===== src/hdl/npc_pkg.sv =====
// ----------------------------------------------------------------------------
// npc_pkg
// Shared types, constants and helpers of the nearest palette hue classifier.
// ----------------------------------------------------------------------------
package npc_pkg;

    localparam int NUM_REFS_DEFAULT    = 5;
    localparam int QUEUE_DEPTH_DEFAULT = 2;
    localparam int REF_REG_COUNT       = 5;

    localparam int CHAN_W      = 8;
    localparam int COLOR_W     = 3 * CHAN_W;
    localparam int HUE_W       = 15;
    localparam int DIST_W      = 14;
    localparam int CLASS_W     = 3;
    localparam int CFG_INDEX_W = 3;
    localparam int CFG_DATA_W  = COLOR_W;
    localparam int QUOT_W      = 12;
    localparam int DIVIDEND_W  = 20;
    localparam int DIV_STEPS   = QUOT_W;
    localparam int STEP_W      = $clog2(DIV_STEPS);

    localparam logic [HUE_W-1:0]  HUE_FULL       = 15'd23040;
    localparam logic [HUE_W-1:0]  HUE_BASE_GREEN = 15'd7680;
    localparam logic [HUE_W-1:0]  HUE_BASE_BLUE  = 15'd15360;
    localparam logic [DIST_W-1:0] HUE_HALF       = 14'd11520;

    localparam logic [CFG_INDEX_W-1:0] REG_REF_BASE      = 3'd0;
    localparam logic [CFG_INDEX_W-1:0] REG_SAT_THRESHOLD = 3'd5;
    localparam logic [CFG_INDEX_W-1:0] REG_VAL_THRESHOLD = 3'd6;

    localparam logic [CHAN_W-1:0] SAT_RESET = 8'd18;
    localparam logic [CHAN_W-1:0] VAL_RESET = 8'd51;

    localparam logic [COLOR_W-1:0] REF_RESET [REF_REG_COUNT] = '{
        24'hE4E1AE, 24'h95B5CA, 24'h8E8985, 24'hC27B65, 24'h89AB92
    };

    typedef struct packed {
        logic [CHAN_W-1:0] red;
        logic [CHAN_W-1:0] green;
        logic [CHAN_W-1:0] blue;
    } rgb_t;

    typedef struct packed {
        logic [CHAN_W-1:0] red;
        logic [CHAN_W-1:0] green;
        logic [CHAN_W-1:0] blue;
        logic              last;
    } item_t;

    typedef struct packed {
        logic [CLASS_W-1:0] class_index;
        logic [DIST_W-1:0]  best_distance;
    } result_t;

    typedef struct packed {
        logic                   write;
        logic [CFG_INDEX_W-1:0] index;
        logic [CFG_DATA_W-1:0]  data;
    } cfg_t;

    typedef struct packed {
        logic             accepted;
        logic             last;
        logic [HUE_W-1:0] hue;
    } queue_entry_t;

    typedef struct packed {
        logic [CHAN_W-1:0] chroma;
        logic [CHAN_W-1:0] maxv;
        logic [HUE_W-1:0]  base;
        logic              neg;
        logic [CHAN_W-1:0] diff;
    } hue_prep_t;

    typedef enum logic [1:0] {
        H_IDLE,
        H_DIV,
        H_DONE
    } hue_state_t;

    typedef enum logic [2:0] {
        F_IDLE,
        F_REFRESH,
        F_CHECK,
        F_HUE,
        F_PUSH
    } front_state_t;

    typedef enum logic [1:0] {
        B_IDLE,
        B_UPDATE,
        B_SEARCH
    } back_state_t;

    // max/min ties go to red, then green, then blue
    function automatic hue_prep_t hue_prep(input rgb_t px);
        logic [CHAN_W-1:0] mx;
        logic [CHAN_W-1:0] mn;
        logic [CHAN_W-1:0] a;
        logic [CHAN_W-1:0] z;
        hue_prep_t         p;
        mx = px.red;
        if (px.green > mx) mx = px.green;
        if (px.blue > mx)  mx = px.blue;
        mn = px.red;
        if (px.green < mn) mn = px.green;
        if (px.blue < mn)  mn = px.blue;
        if (px.red == mx)
        begin
            p.base = '0;
            a      = px.green;
            z      = px.blue;
        end
        else if (px.green == mx)
        begin
            p.base = HUE_BASE_GREEN;
            a      = px.blue;
            z      = px.red;
        end
        else
        begin
            p.base = HUE_BASE_BLUE;
            a      = px.red;
            z      = px.green;
        end
        p.chroma = mx - mn;
        p.maxv   = mx;
        p.neg    = (a < z);
        p.diff   = p.neg ? (z - a) : (a - z);
        return p;
    endfunction

endpackage


===== src/hdl/npc_hue.sv =====
// ----------------------------------------------------------------------------
// npc_hue
// Hexcone hue unit: restoring divider, one quotient bit per cycle.
// ----------------------------------------------------------------------------
module npc_hue (
    input  logic                       clk,
    input  logic                       rst_n,
    input  logic                       start,
    input  npc_pkg::rgb_t              color,
    output logic                       done,
    output logic [npc_pkg::HUE_W-1:0]  hue
);
    import npc_pkg::*;

    hue_state_t             state_reg, state_next;
    logic [DIVIDEND_W-1:0]  rem_reg, dsr_reg;
    logic [QUOT_W-1:0]      quot_reg;
    logic [STEP_W-1:0]      step_reg;
    logic [HUE_W-1:0]       base_reg;
    logic                   neg_reg, zero_reg;

    hue_prep_t              prep;
    logic [DIVIDEND_W-1:0]  dividend;
    logic                   ge;
    logic                   load;
    logic [HUE_W:0]         wrap;

    assign prep     = hue_prep(color);
    // 3840 * diff = (diff << 12) - (diff << 8)
    assign dividend = (DIVIDEND_W'(prep.diff) << 12) - (DIVIDEND_W'(prep.diff) << 8);
    assign ge       = (rem_reg >= dsr_reg);

    always_comb
    begin
        state_next = state_reg;
        unique case (state_reg)
            H_IDLE:
            begin
                if (start)
                    state_next = (prep.chroma == '0) ? H_DONE : H_DIV;
            end
            H_DIV:
            begin
                if (step_reg == '0)
                    state_next = H_DONE;
            end
            H_DONE:  state_next = H_IDLE;
            default: state_next = H_IDLE;
        endcase
    end

    always_comb
    begin
        load = (state_reg == H_IDLE) && start;
        done = (state_reg == H_DONE);
        wrap = {1'b0, base_reg} + {1'b0, HUE_FULL} - (HUE_W + 1)'(quot_reg);
        if (wrap >= {1'b0, HUE_FULL})
            wrap = wrap - {1'b0, HUE_FULL};
        if (zero_reg)
            hue = '0;
        else if (!neg_reg)
            hue = base_reg + HUE_W'(quot_reg);
        else
            hue = wrap[HUE_W-1:0];
    end

    always_ff @(posedge clk or negedge rst_n)
    begin
        if (!rst_n)
            state_reg <= H_IDLE;
        else
            state_reg <= state_next;
    end

    always_ff @(posedge clk)
    begin
        if (load)
        begin
            rem_reg  <= dividend;
            dsr_reg  <= DIVIDEND_W'(prep.chroma) << (DIV_STEPS - 1);
            quot_reg <= '0;
            step_reg <= STEP_W'(DIV_STEPS - 1);
            base_reg <= prep.base;
            neg_reg  <= prep.neg;
            zero_reg <= (prep.chroma == '0);
        end
        else if (state_reg == H_DIV)
        begin
            if (ge)
                rem_reg <= rem_reg - dsr_reg;
            quot_reg <= {quot_reg[QUOT_W-2:0], ge};
            dsr_reg  <= dsr_reg >> 1;
            step_reg <= step_reg - 1'b1;
        end
    end

endmodule


===== src/hdl/npc_front.sv =====
// ----------------------------------------------------------------------------
// npc_front
// Front end: configuration, reference hue cache, item hue and screening.
// ----------------------------------------------------------------------------
module npc_front #(
    parameter int NUM_REFS = npc_pkg::NUM_REFS_DEFAULT
) (
    input  logic                       clk,
    input  logic                       rst_n,
    input  logic                       start,
    input  npc_pkg::item_t             item,
    output logic                       busy,
    input  npc_pkg::cfg_t              cfg,
    output logic                       push,
    output npc_pkg::queue_entry_t      push_data,
    input  logic                       full,
    output logic [npc_pkg::HUE_W-1:0]  hue_table [NUM_REFS]
);
    import npc_pkg::*;

    localparam int COLOR_REGS = (NUM_REFS < REF_REG_COUNT) ? NUM_REFS : REF_REG_COUNT;
    localparam int SEL_W      = $clog2(COLOR_REGS);

    front_state_t      state_reg, state_next;
    item_t             item_reg;
    logic [COLOR_W-1:0] color_reg [COLOR_REGS];
    logic [HUE_W-1:0]  table_reg [COLOR_REGS];
    logic [CHAN_W-1:0] sat_reg, val_reg;
    logic [COLOR_REGS-1:0] dirty_reg, dirty_next;
    logic [SEL_W-1:0]  refsel_reg, ref_sel;
    queue_entry_t      entry_reg, entry_next;

    rgb_t              item_rgb, hue_color;
    hue_prep_t         item_prep;
    logic [2*CHAN_W-1:0] sat_lhs, sat_rhs;
    logic              pass;
    logic              hue_start, hue_done;
    logic [HUE_W-1:0]  hue_value;
    logic              launch, load_item, table_write;

    npc_hue u_hue (
        .clk   (clk),
        .rst_n (rst_n),
        .start (hue_start),
        .color (hue_color),
        .done  (hue_done),
        .hue   (hue_value)
    );

    assign item_rgb  = '{red: item_reg.red, green: item_reg.green, blue: item_reg.blue};
    assign item_prep = hue_prep(item_rgb);
    // chroma * 255 against threshold * max
    assign sat_lhs   = {item_prep.chroma, {CHAN_W{1'b0}}} - (2 * CHAN_W)'(item_prep.chroma);
    assign sat_rhs   = (2 * CHAN_W)'(sat_reg) * (2 * CHAN_W)'(item_prep.maxv);
    assign pass      = (item_prep.chroma != '0) && (sat_lhs > sat_rhs)
                       && (item_prep.maxv > val_reg);

    always_comb
    begin
        ref_sel = '0;
        for (int i = COLOR_REGS - 1; i >= 0; i--)
        begin
            if (dirty_reg[i])
                ref_sel = SEL_W'(i);
        end
    end

    always_comb
    begin
        state_next = state_reg;
        unique case (state_reg)
            F_IDLE:
            begin
                if (dirty_reg != '0)
                    state_next = F_REFRESH;
                else if (start)
                    state_next = F_CHECK;
            end
            F_REFRESH:
            begin
                if (hue_done)
                    state_next = F_IDLE;
            end
            F_CHECK:  state_next = pass ? F_HUE : F_PUSH;
            F_HUE:
            begin
                if (hue_done)
                    state_next = F_PUSH;
            end
            F_PUSH:
            begin
                if (!full)
                    state_next = F_IDLE;
            end
            default:  state_next = F_IDLE;
        endcase
    end

    always_comb
    begin
        hue_start   = 1'b0;
        hue_color   = item_rgb;
        launch      = 1'b0;
        load_item   = 1'b0;
        table_write = 1'b0;
        push        = 1'b0;
        entry_next  = entry_reg;
        unique case (state_reg)
            F_IDLE:
            begin
                if (dirty_reg != '0)
                begin
                    hue_start = 1'b1;
                    hue_color = rgb_t'(color_reg[ref_sel]);
                    launch    = 1'b1;
                end
                else if (start)
                    load_item = 1'b1;
            end
            F_REFRESH: table_write = hue_done;
            F_CHECK:
            begin
                hue_start           = pass;
                entry_next.accepted = pass;
                entry_next.last     = item_reg.last;
                entry_next.hue      = '0;
            end
            F_HUE:
            begin
                if (hue_done)
                    entry_next.hue = hue_value;
            end
            F_PUSH:   push = !full;
            default:  push = 1'b0;
        endcase
    end

    always_comb
    begin
        dirty_next = dirty_reg;
        if (launch)
            dirty_next[ref_sel] = 1'b0;
        for (int i = 0; i < COLOR_REGS; i++)
        begin
            if (cfg.write && cfg.index == REG_REF_BASE + CFG_INDEX_W'(i))
                dirty_next[i] = 1'b1;
        end
    end

    assign busy      = (state_reg != F_IDLE) || (dirty_reg != '0);
    assign push_data = entry_reg;

    for (genvar i = 0; i < NUM_REFS; i++)
    begin : g_table
        if (i < COLOR_REGS)
        begin : g_reg
            assign hue_table[i] = table_reg[i];
        end
        else
        begin : g_black
            assign hue_table[i] = '0;
        end
    end

    always_ff @(posedge clk or negedge rst_n)
    begin
        if (!rst_n)
        begin
            state_reg <= F_IDLE;
            dirty_reg <= '1;
            sat_reg   <= SAT_RESET;
            val_reg   <= VAL_RESET;
            for (int i = 0; i < COLOR_REGS; i++)
                color_reg[i] <= REF_RESET[i];
        end
        else
        begin
            state_reg <= state_next;
            dirty_reg <= dirty_next;
            if (cfg.write && cfg.index == REG_SAT_THRESHOLD)
                sat_reg <= cfg.data[CHAN_W-1:0];
            if (cfg.write && cfg.index == REG_VAL_THRESHOLD)
                val_reg <= cfg.data[CHAN_W-1:0];
            for (int i = 0; i < COLOR_REGS; i++)
            begin
                if (cfg.write && cfg.index == REG_REF_BASE + CFG_INDEX_W'(i))
                    color_reg[i] <= cfg.data;
            end
        end
    end

    always_ff @(posedge clk)
    begin
        if (load_item)
            item_reg <= item;
        if (launch)
            refsel_reg <= ref_sel;
        if (table_write)
            table_reg[refsel_reg] <= hue_value;
        entry_reg <= entry_next;
    end

endmodule


===== src/hdl/npc_queue.sv =====
// ----------------------------------------------------------------------------
// npc_queue
// Short FIFO of screened items between front and back end.
// ----------------------------------------------------------------------------
module npc_queue #(
    parameter int DEPTH = npc_pkg::QUEUE_DEPTH_DEFAULT
) (
    input  logic                   clk,
    input  logic                   rst_n,
    input  logic                   push,
    input  npc_pkg::queue_entry_t  push_data,
    output logic                   full,
    input  logic                   pop,
    output npc_pkg::queue_entry_t  head,
    output logic                   empty
);
    import npc_pkg::*;

    localparam int PTR_W   = $clog2(DEPTH);
    localparam int COUNT_W = $clog2(DEPTH + 1);

    queue_entry_t       mem_reg [DEPTH];
    logic [PTR_W-1:0]   wr_ptr_reg, rd_ptr_reg;
    logic [COUNT_W-1:0] count_reg;
    logic               do_push, do_pop;

    assign full    = (count_reg == COUNT_W'(DEPTH));
    assign empty   = (count_reg == '0);
    assign do_push = push && !full;
    assign do_pop  = pop && !empty;
    assign head    = mem_reg[rd_ptr_reg];

    always_ff @(posedge clk or negedge rst_n)
    begin
        if (!rst_n)
        begin
            wr_ptr_reg <= '0;
            rd_ptr_reg <= '0;
            count_reg  <= '0;
        end
        else
        begin
            if (do_push)
                wr_ptr_reg <= (wr_ptr_reg == PTR_W'(DEPTH - 1)) ? '0 : wr_ptr_reg + 1'b1;
            if (do_pop)
                rd_ptr_reg <= (rd_ptr_reg == PTR_W'(DEPTH - 1)) ? '0 : rd_ptr_reg + 1'b1;
            if (do_push && !do_pop)
                count_reg <= count_reg + 1'b1;
            else if (do_pop && !do_push)
                count_reg <= count_reg - 1'b1;
        end
    end

    always_ff @(posedge clk)
    begin
        if (do_push)
            mem_reg[wr_ptr_reg] <= push_data;
    end

endmodule


===== src/hdl/npc_back.sv =====
// ----------------------------------------------------------------------------
// npc_back
// Back end: per-reference minimum hue distance and nearest-reference search.
// ----------------------------------------------------------------------------
module npc_back #(
    parameter int NUM_REFS = npc_pkg::NUM_REFS_DEFAULT
) (
    input  logic                       clk,
    input  logic                       rst_n,
    input  npc_pkg::queue_entry_t      head,
    input  logic                       empty,
    output logic                       pop,
    input  logic [npc_pkg::HUE_W-1:0]  hue_table [NUM_REFS],
    output logic                       done,
    output npc_pkg::result_t           result
);
    import npc_pkg::*;

    localparam int IDX_W = $clog2(NUM_REFS);

    back_state_t        state_reg, state_next;
    logic [IDX_W-1:0]   idx_reg, bidx_reg;
    logic [HUE_W-1:0]   hue_reg;
    logic               last_reg;
    logic [DIST_W-1:0]  mins_reg [NUM_REFS];
    logic [DIST_W-1:0]  best_reg;
    logic               done_reg;
    result_t            result_reg;

    logic [HUE_W-1:0]   href, dh, alt;
    logic [DIST_W-1:0]  hue_dist, cur_min;
    logic               last_ref, better;
    logic               upd_en, search_init, finish;

    assign href     = hue_table[idx_reg];
    assign cur_min  = mins_reg[idx_reg];
    assign dh       = (hue_reg > href) ? (hue_reg - href) : (href - hue_reg);
    assign alt      = HUE_FULL - dh;
    assign hue_dist = (alt < dh) ? alt[DIST_W-1:0] : dh[DIST_W-1:0];
    assign last_ref = (idx_reg == IDX_W'(NUM_REFS - 1));
    assign better   = (cur_min < best_reg);

    always_comb
    begin
        state_next = state_reg;
        unique case (state_reg)
            B_IDLE:
            begin
                if (!empty)
                begin
                    if (head.accepted)
                        state_next = B_UPDATE;
                    else if (head.last)
                        state_next = B_SEARCH;
                end
            end
            B_UPDATE:
            begin
                if (last_ref)
                    state_next = last_reg ? B_SEARCH : B_IDLE;
            end
            B_SEARCH:
            begin
                if (last_ref)
                    state_next = B_IDLE;
            end
            default: state_next = B_IDLE;
        endcase
    end

    always_comb
    begin
        pop         = 1'b0;
        upd_en      = 1'b0;
        search_init = 1'b0;
        finish      = 1'b0;
        unique case (state_reg)
            B_IDLE:
            begin
                pop         = !empty;
                search_init = !empty && !head.accepted && head.last;
            end
            B_UPDATE:
            begin
                upd_en      = (hue_dist < cur_min);
                search_init = last_ref && last_reg;
            end
            B_SEARCH: finish = last_ref;
            default:  pop    = 1'b0;
        endcase
    end

    assign done   = done_reg;
    assign result = result_reg;

    always_ff @(posedge clk or negedge rst_n)
    begin
        if (!rst_n)
        begin
            state_reg <= B_IDLE;
            done_reg  <= 1'b0;
            for (int i = 0; i < NUM_REFS; i++)
                mins_reg[i] <= HUE_HALF;
        end
        else
        begin
            state_reg <= state_next;
            done_reg  <= finish;
            if (finish)
            begin
                for (int i = 0; i < NUM_REFS; i++)
                    mins_reg[i] <= HUE_HALF;
            end
            else if (upd_en)
                mins_reg[idx_reg] <= hue_dist;
        end
    end

    always_ff @(posedge clk)
    begin
        if (pop)
        begin
            hue_reg  <= head.hue;
            last_reg <= head.last;
        end
        if (search_init)
        begin
            idx_reg  <= IDX_W'(1);
            best_reg <= mins_reg[0];
            bidx_reg <= '0;
        end
        else if (pop)
            idx_reg <= '0;
        else if (state_reg == B_UPDATE || state_reg == B_SEARCH)
            idx_reg <= idx_reg + 1'b1;
        if (state_reg == B_SEARCH && better)
        begin
            best_reg <= cur_min;
            bidx_reg <= idx_reg;
        end
        if (finish)
        begin
            result_reg.class_index   <= better ? CLASS_W'(idx_reg) : CLASS_W'(bidx_reg);
            result_reg.best_distance <= better ? cur_min : best_reg;
        end
    end

endmodule


===== src/hdl/nearest_palette_hue_classifier.sv =====
// ----------------------------------------------------------------------------
// nearest_palette_hue_classifier
// Classifies a set of RGB candidates by nearest hue to a palette of references.
// ----------------------------------------------------------------------------
// Front end: accepted items go through the serial hue divider, screened-out ones skip it;
// a new item is taken only when the front end is idle. Back end: each accepted item updates
// the per-reference minima one reference at a time, and a last item adds a search over the
// references. done is one cycle wide, never held off. After reset and each reference write,
// busy stays high while the reference hues are recomputed, one reference at a time.
module nearest_palette_hue_classifier #(
    parameter int NUM_REFS    = npc_pkg::NUM_REFS_DEFAULT,
    parameter int QUEUE_DEPTH = npc_pkg::QUEUE_DEPTH_DEFAULT
) (
    input  logic                             clk,
    input  logic                             rst_n,
    input  logic                             start,
    input  npc_pkg::item_t                   item,
    output logic                             busy,
    output logic                             done,
    output npc_pkg::result_t                 result,
    input  logic                             cfg_write,
    input  logic [npc_pkg::CFG_INDEX_W-1:0]  cfg_index,
    input  logic [npc_pkg::CFG_DATA_W-1:0]   cfg_data
);
    import npc_pkg::*;

    cfg_t             cfg;
    queue_entry_t     push_data, head;
    logic             push, full, pop, empty;
    logic [HUE_W-1:0] hue_table [NUM_REFS];

    assign cfg = '{write: cfg_write, index: cfg_index, data: cfg_data};

    npc_front #(
        .NUM_REFS (NUM_REFS)
    ) u_front (
        .clk       (clk),
        .rst_n     (rst_n),
        .start     (start),
        .item      (item),
        .busy      (busy),
        .cfg       (cfg),
        .push      (push),
        .push_data (push_data),
        .full      (full),
        .hue_table (hue_table)
    );

    npc_queue #(
        .DEPTH (QUEUE_DEPTH)
    ) u_queue (
        .clk       (clk),
        .rst_n     (rst_n),
        .push      (push),
        .push_data (push_data),
        .full      (full),
        .pop       (pop),
        .head      (head),
        .empty     (empty)
    );

    npc_back #(
        .NUM_REFS (NUM_REFS)
    ) u_back (
        .clk       (clk),
        .rst_n     (rst_n),
        .head      (head),
        .empty     (empty),
        .pop       (pop),
        .hue_table (hue_table),
        .done      (done),
        .result    (result)
    );

endmodule

===== config.mk =====
export PLATFORM = sky130hd
export DESIGN_NAME = nearest_palette_hue_classifier
export DESIGN_NICKNAME = d
export VERILOG_FILES = /design/src/hdl/npc_pkg.sv /design/src/hdl/npc_hue.sv /design/src/hdl/npc_front.sv /design/src/hdl/npc_queue.sv /design/src/hdl/npc_back.sv /design/src/hdl/nearest_palette_hue_classifier.sv
export SDC_FILE = /design/constraint.sdc
export NUM_CORES = 1
export LEC_CHECK = 0
export ABC_AREA = 1
export BUFFER_PORTS_ARGS = -buffer_cell sky130_fd_sc_hd__buf_4
export CORE_AREA = 5 5 246 248
export DETAILED_ROUTE_END_ITERATION = 8
export DIE_AREA = 0 0 251 253
export PLACE_DENSITY = 0.73
export SETUP_SLACK_MARGIN = 0.4
export SKIP_CTS_REPAIR_TIMING = 1
export SYNTH_ARGS = -nofsm -noshare
export SYNTH_HDL_FRONTEND = slang
export SYNTH_HIERARCHICAL = 1
export SYNTH_SLANG_ARGS = --single-unit

===== constraint.sdc =====
create_clock -name clk -period 18.6 [get_ports clk]
set_clock_uncertainty 0.05 [all_clocks]
set_input_delay 1.86 -clock clk [delete_from_list [all_inputs] [get_ports clk]]
set_output_delay 1.86 -clock clk [all_outputs]
set_load 0.02 [all_outputs]

After elaboration in Yosys (flattened, before gate mapping)

Memories as Yosys holds them, arrays and structs flattened.
Cells that the tools add are included.

Word-level logic and storage cells: 281
Memory bits (writable): 109
Memories kept: 2
Input bits: 56
Register bits after elaboration: 393

Memory list:

| memory            | depth | bits a word | rd ports | clocked after Yosys merged registers in | write ports | line            | source |
|---|---|---|---|---|---|---|---|
| u_front.table_reg | 5     | 15          | 5        | 0                                       | 1           | npc_front.sv:27 | `logic [HUE_W-1:0] table_reg [COLOR_REGS];` |
| u_queue.mem_reg   | 2     | 17          | 1        | 0                                       | 1           | npc_queue.sv:22 | `queue_entry_t mem_reg [DEPTH];` |

Equal/unequal tests: 28
Bitwise gates (word level): 4
$mul: 1
Mux-type cells: 101
Reduce and logical (&&, ||, !) cells: 55
Magnitude comparators: 22
Add/subtract/negate cells: 20

Operators by type and width:

| cell              | number |
|---|---|
| $mux 70           | 2 |
| $mux 14           | 8 |
| $mux 15           | 7 |
| $mux 8            | 13 |
| $mux 24           | 4 |
| $bmux 24 s3       | 1 |
| $bwmux 70         | 1 |
| $mux 20           | 3 |
| $bmux 15 s3       | 1 |
| $bmux 14 s3       | 1 |
| $demux 14 s3      | 1 |
| $mux 3            | 14 |
| $gt 8x8->1        | 5 |
| $lt 8x8->1        | 5 |
| $mux 19           | 2 |
| $sub 8x8->8       | 4 |
| $pmux 15 s2       | 1 |
| $sub 15x15->15    | 2 |
| $lt 14x14->1      | 2 |
| $mux 1            | 24 |
| $reduce_bool 2->1 | 12 |
| $mux 2            | 11 |
| $ge 20x19->1      | 1 |
| $logic_and 1x1->1 | 20 |
| other kinds (53)  | 86 |

Longest topological paths before layout

Word-level depth: 22
Depth in mapped cells: 67

Modules after synthesis

The synthesis kept the hierarchy.

Modules (own cells, without submodules):

| module    | cells an instance | times used | sequential area each (um2) | area each (um2) |
|---|---|---|---|---|
| npc_front | 1,499             | 1          | 7,295.7                    | 14,192.4 |
| npc_back  | 1,274             | 1          | 3,413.3                    | 9,371.5 |
| npc_hue   | 1,173             | 1          | 1,581.5                    | 7,686.1 |
| npc_queue | 120               | 1          | 1,121.1                    | 1,480.2 |

Worst setup path after synthesis

OpenSTA, ideal clock, no wires.

Path kind: register to register
Start point: reg u_front/item_reg[16] in the netlist's numbering
End point: reg u_front.u_hue.rem_reg[0], enable pin
Path buffers: 3
Setup time: 0.377 ns
Setup slack: 9.367 ns
Data arrival time: 8.806 ns
Clock period less this slack: 9.233 ns
Stages on the path, launching flop included: 54
Cells stage by stage: edfxtp_1 > ha_1 > a21o_1 > nor2_2 > nand2_2 > o21ai_2 > clkbuf_1 > o21ai_0 > ha_1 > inv_1 > nor2_1 > o21ai_1 > nand2_1 > nand2_1 > o211ai_1 > nand2_1 > inv_1 > clkbuf_1 > [... 18 more ...] > nand2_1 > nand2_1 > nand2_1 > nand2_1 > a21oi_1 > nor2_1 > nor2_1 > xor2_1 > ha_1 > nand4_1 > nor3_1 > nand2_1 > a221oi_1 > nand3_2 > nand2_2 > nand2_1 > clkbuf_1 > nand2_1

Word-level cells in the longest chain between the ends: 13
Elaborated cells between the ends (all ways): 21
Classes of those cells: add/sub (2); mul (1); order compare (6); mux (5); reduce/logical (7)

Ends and longest elaborated chain:

| item                                            | line                           | source |
|---|---|---|
| start: declaration                              | npc_front.sv:25                | `item_t item_reg;` |
| start signal: assignment                        | npc_front.sv:195               | `item_reg <= item;` |
| $gt 8x8->1 / $lt 8x8->1 (equally long branches) | npc_pkg.sv:105, npc_pkg.sv:108 |  |
| $mux 8, on equally long branches                | npc_pkg.sv:105, npc_pkg.sv:108 |  |
| $gt 8x8->1 / $lt 8x8->1 (equally long branches) | npc_pkg.sv:106, npc_pkg.sv:109 |  |
| $mux 8, on equally long branches                | npc_pkg.sv:106, npc_pkg.sv:109 |  |
| $sub 8x8->8                                     | npc_pkg.sv:128                 | `p.chroma = mx - mn;` |
| $sub 16x8->16                                   | npc_front.sv:53                | `assign sat_lhs = {item_prep.chroma, {CHAN_W{1'b0}}} - (2 * CHAN_W)'(item_prep.chroma);` |
| $gt 16x16->1                                    | npc_front.sv:55                | `assign pass = (item_prep.chroma != '0) && (sat_lhs > sat_rhs)` |
| $logic_and 1x1->1                               | npc_front.sv:55                |  |
| $logic_and 1x1->1 *                             | npc_front.sv:56                | `&& (item_prep.maxv > val_reg);` |
| $pmux 1 s2 *                                    | npc_front.sv:108               | `unique case (state_reg)` |
| net u_front.hue_start                           | npc_front.sv:37                | `logic hue_start, hue_done;` |
| $logic_and 1x1->1 *                             | npc_hue.sv:54                  | `load = (state_reg == H_IDLE) && start;` |
| $reduce_bool 2->1 (no source line)              | -                              |  |
| $reduce_and 2->1 (no source line) *             | -                              |  |
| end signal: assignment                          | npc_hue.sv:79                  | `rem_reg <= dividend;` |
| end signal: assignment                          | npc_hue.sv:90                  | `rem_reg <= rem_reg - dsr_reg;` |
| end: declaration                                | npc_hue.sv:16                  | `logic [DIVIDEND_W-1:0] rem_reg, dsr_reg;` |

Mark *: on every way through the listed nets, which the timed path passes. The rest lies on a longest branch.
A chain may end at the register's enable or synchronous reset.

Worst setup path after layout

Start point: reg u_front/item_reg[16] in the netlist's numbering
End point: reg u_front.u_hue.rem_reg[10], data pin

Elaborated cells between the ends (all ways): 36
Classes of those cells: add/sub (5); mul (1); order compare (9); eq/ne (2); mux (15); reduce/logical (4)

RTL lines:

| item                                            | line                           | source |
|---|---|---|
| $gt 8x8->1 / $lt 8x8->1 (equally long branches) | npc_pkg.sv:105, npc_pkg.sv:108 |  |
| $mux 8, on equally long branches                | npc_pkg.sv:105, npc_pkg.sv:108 |  |
| $gt 8x8->1 / $lt 8x8->1 (equally long branches) | npc_pkg.sv:106, npc_pkg.sv:109 |  |
| $mux 8, on equally long branches                | npc_pkg.sv:106, npc_pkg.sv:109 |  |
| $sub 8x8->8                                     | npc_pkg.sv:128                 |  |
| $sub 16x8->16                                   | npc_front.sv:53                |  |
| $gt 16x16->1                                    | npc_front.sv:55                |  |
| $logic_and 1x1->1                               | npc_front.sv:55                |  |
| $logic_and 1x1->1 *                             | npc_front.sv:56                |  |
| $pmux 1 s2 *                                    | npc_front.sv:108               |  |
| net u_front.hue_start                           | npc_front.sv:37                |  |
| $logic_and 1x1->1 *                             | npc_hue.sv:54                  |  |
| $mux 20 *                                       | npc_hue.sv:77                  | `if (load)` |

Marked as above.

==> impl_metrics.json <==
{
  "p_per_area_mw_per_mm2": 158,
  "cts.path.max_buffers": 3,
  "syn_inst": 4066,
  "rr_worst_depth": 53,
  "h-tree-depth": 2,
  "area_growth_pct": 9.12,
  "synthArstFlopShare_pct": 45.5,
  "cts_tree": "done",
  "root_buffer": "clkbuf_16",
  "io_pins": 75,
  "hold_ws_ns": 0.383,
  "clk_pin_slew_ns": 0.06,
  "hp-class": "flop to flop",
  "worstPathRequired_ns": 18.85,
  "numCtsBuffers": 52,
  "cp-start-kind": "flop",
  "report.final.slew_viol_count": 0,
  "die-area_mm2": 0.0635,
  "grt-ovfl-total": 0,
  "syn_area_mm2": 0.0327,
  "die_y_um": 253,
  "endpoint_kind": "flop",
  "slew_headroom_pct": 21.6,
  "coreArea_mm2": 0.0582,
  "synthFlopType": "edfxtp_1",
  "synth_top_area_cell": "edfxtp_1",
  "rsz0062_at_grt": "no",
  "insertedDiodeCount": 0,
  "initial_core_util_pct": 56.2,
  "startpoint": "u_front/item_reg[16]",
  "ys_types": 67,
  "die_x_um": 251,
  "routabilityCongestion": 0.911,
  "endpoint": "u_front/u_hue/rem_reg[10]",
  "fin_crit_ns": 10.93,
  "largest_reg_flops": 120,
  "post-synth-top-area-fraction_pct": 21.7,
  "ys_seq_area_share_pct": 41.0,
  "ys_seq_elements": 490,
  "wirelength_um": 81000,
  "cp_max_fo": 45,
  "setup_ws_ns": 7.67,
  "layout_common_cells": "1040 x nand2_1, 549 x inv_1, 370 x o21ai_0, 292 x nor2_1, 244 x ha_1",
  "vias": 27200,
  "antenna_found_initial": 0,
  "setup_viol": 0,
  "min_period_over_period_pct": 58.8,
  "yosys_warnings": 6,
  "drc_errors": 0,
  "crit_path_top_delay_cell": "clkinv_1",
  "wire_per_inst_um": 16.4,
  "hold_violations": 0,
  "syn_area_per_cell_um2": 8.05,
  "r2r_end": "u_front/u_hue/rem_reg[10]",
  "grt_max_degree": 80,
  "cpMostUsedCell": "nand2_1",
  "place.detailed.hpwl_um": 59000,
  "timing.rr.start": "u_front/item_reg[16]",
  "vias_per_cell": 5.52,
  "cellLeakagePower_uw": 0.0171,
  "first_pass_iters": 6,
  "vdd_drop_max_uv": 114,
  "num_rows": 89,
  "dp_slack_ns": 7.79,
  "critPathKind": "flop to flop",
  "drtIter0Drc": 2092,
  "synth_edf_count": 237,
  "finalSetupTns_ns": 0,
  "synthTopCellsByArea": "edfxtp_1 22%, nand2_1 12%, dfrtp_1 10%",
  "post_route_cells_drive_above_1_share_pct": 10.9,
  "worstPathArrival_ns": 11.19,
  "max_slew.worst_pin.slew_ns": 1.17,
  "status": "complete, no violations",
  "grt_pass1_vias": 25800,
  "grt_pass1_wl_um": 133000,
  "crit_path_max_incr_delay_ns": 0.86,
  "final_common_cell": "nand2_1",
  "r2r_slack_ns": 7.67,
  "grt_usage_pct": 25.2,
  "cap_violations": 0,
  "synth_nets": 4410,
  "port_buffers": 74,
  "clkLatencyLatePin_ns": 0.62,
  "clock_sinks": 490,
  "final_nets": 4455,
  "max_freq_ghz": 0.0915,
  "detail-route-antenna-nets": 0
}
## report_power, final
group | internal [µW] | switching, µW | total, µW
Clock | 602 | 442 | 1040
Combinational | 1050 | 2110 | 3160
Sequential | 1370 | 81.2 | 1450
## cells in the mapped netlist, drive strengths merged, types with 38 or more instances
master	number
nor3	40
ha	244
dfstp	91
inv	570
fa	44
nand3	254
edfxtp	237
o21ai	402
nor2	324
xor2	48
nand2	1099
a21oi	181
dfrtp	132
clkbuf	86
nand4	38
## per-layer routing
metal,vias up,wire (µm),GRT usage [%]
met1,12800,35700,34.6
met4,0,1890,6.61
met2,764,38600,42.9
met5,-,0,0
met3,122,4850,3.29
li1,13500,-,-
## final cells by class
cell class                      instances  area, µm²
Clock buffer                           78       1530
Multi-Input combinational cell       2881      16600
Inverter                              583       2190
Clock inverter                         20        226
Sequential cell                       490      13400
Tap cell                              773        967
Fill cell                            5149      22500
Timing Repair Buffer                  103        781
## worst min-delay path by stage
| stage | start | to | slack (ns) | depth (start not counted) |
|---|---|---|---|---|
| floorplan | u_front/item_reg[0] | u_front/push_data[15] | 0.35 | 0 |
| global placement | u_front/push_data[3] | u_queue/mem_reg[1][3] | 0.37 | 0 |
| detailed placement | u_front/push_data[0] | u_queue/mem_reg[0][0] | 0.38 | 0 |
| CTS | u_front/u_hue/dsr_reg[8] | u_front/u_hue/dsr_reg[7] | 0.37 | 2 |
| global route | u_front/push_data[0] | u_queue/mem_reg[0][0] | 0.40 | 0 |
| finish | u_front/u_hue/dsr_reg[8] | u_front/u_hue/dsr_reg[7] | 0.38 | 2 |
## worst max-delay path: cells and delay by family, from the launching register on
kind                     cells  cell delay, ns
buffers and inverters        7            1.90
AND/OR/NAND/NOR             26            2.84
adder cells (fa/ha/maj)      8            3.10
AO/OA/AOI/OAI               11            2.25
XOR/XNOR                     1            0.08
flip-flops                   1            0.45
## stage by stage
step           util [%]  instance area, µm²  instances  total power, µW
6_report           61.3               35700       4928             5650
3_3_place_gp       58.3               34000       4830             4520
3_5_place_dp       58.3               34000       4830             4570
5_1_grt            61.3               35700       4928             6160
4_1_cts            61.3               35700       4928             5640
2_1_floorplan         -               32700       4066             3870
## cells by family (layout without fill, tap and decap cells)
| kind of cell | count (synthesis) | after routing | synth area share [%] |
|---|---|---|---|
| mux | 1 | 1 | 0.0306 |
| flops | 490 | 490 | 41.0 |
| buf+inv | 695 | 784 | 8.44 |
| simple gates | 1811 | 1811 | 24.4 |
| xor+xnor | 72 | 72 | 1.95 |
| compound gates | 709 | 709 | 12.2 |
| fa+ha+maj | 288 | 288 | 12.0 |
(Power assumes the default switching activity.)
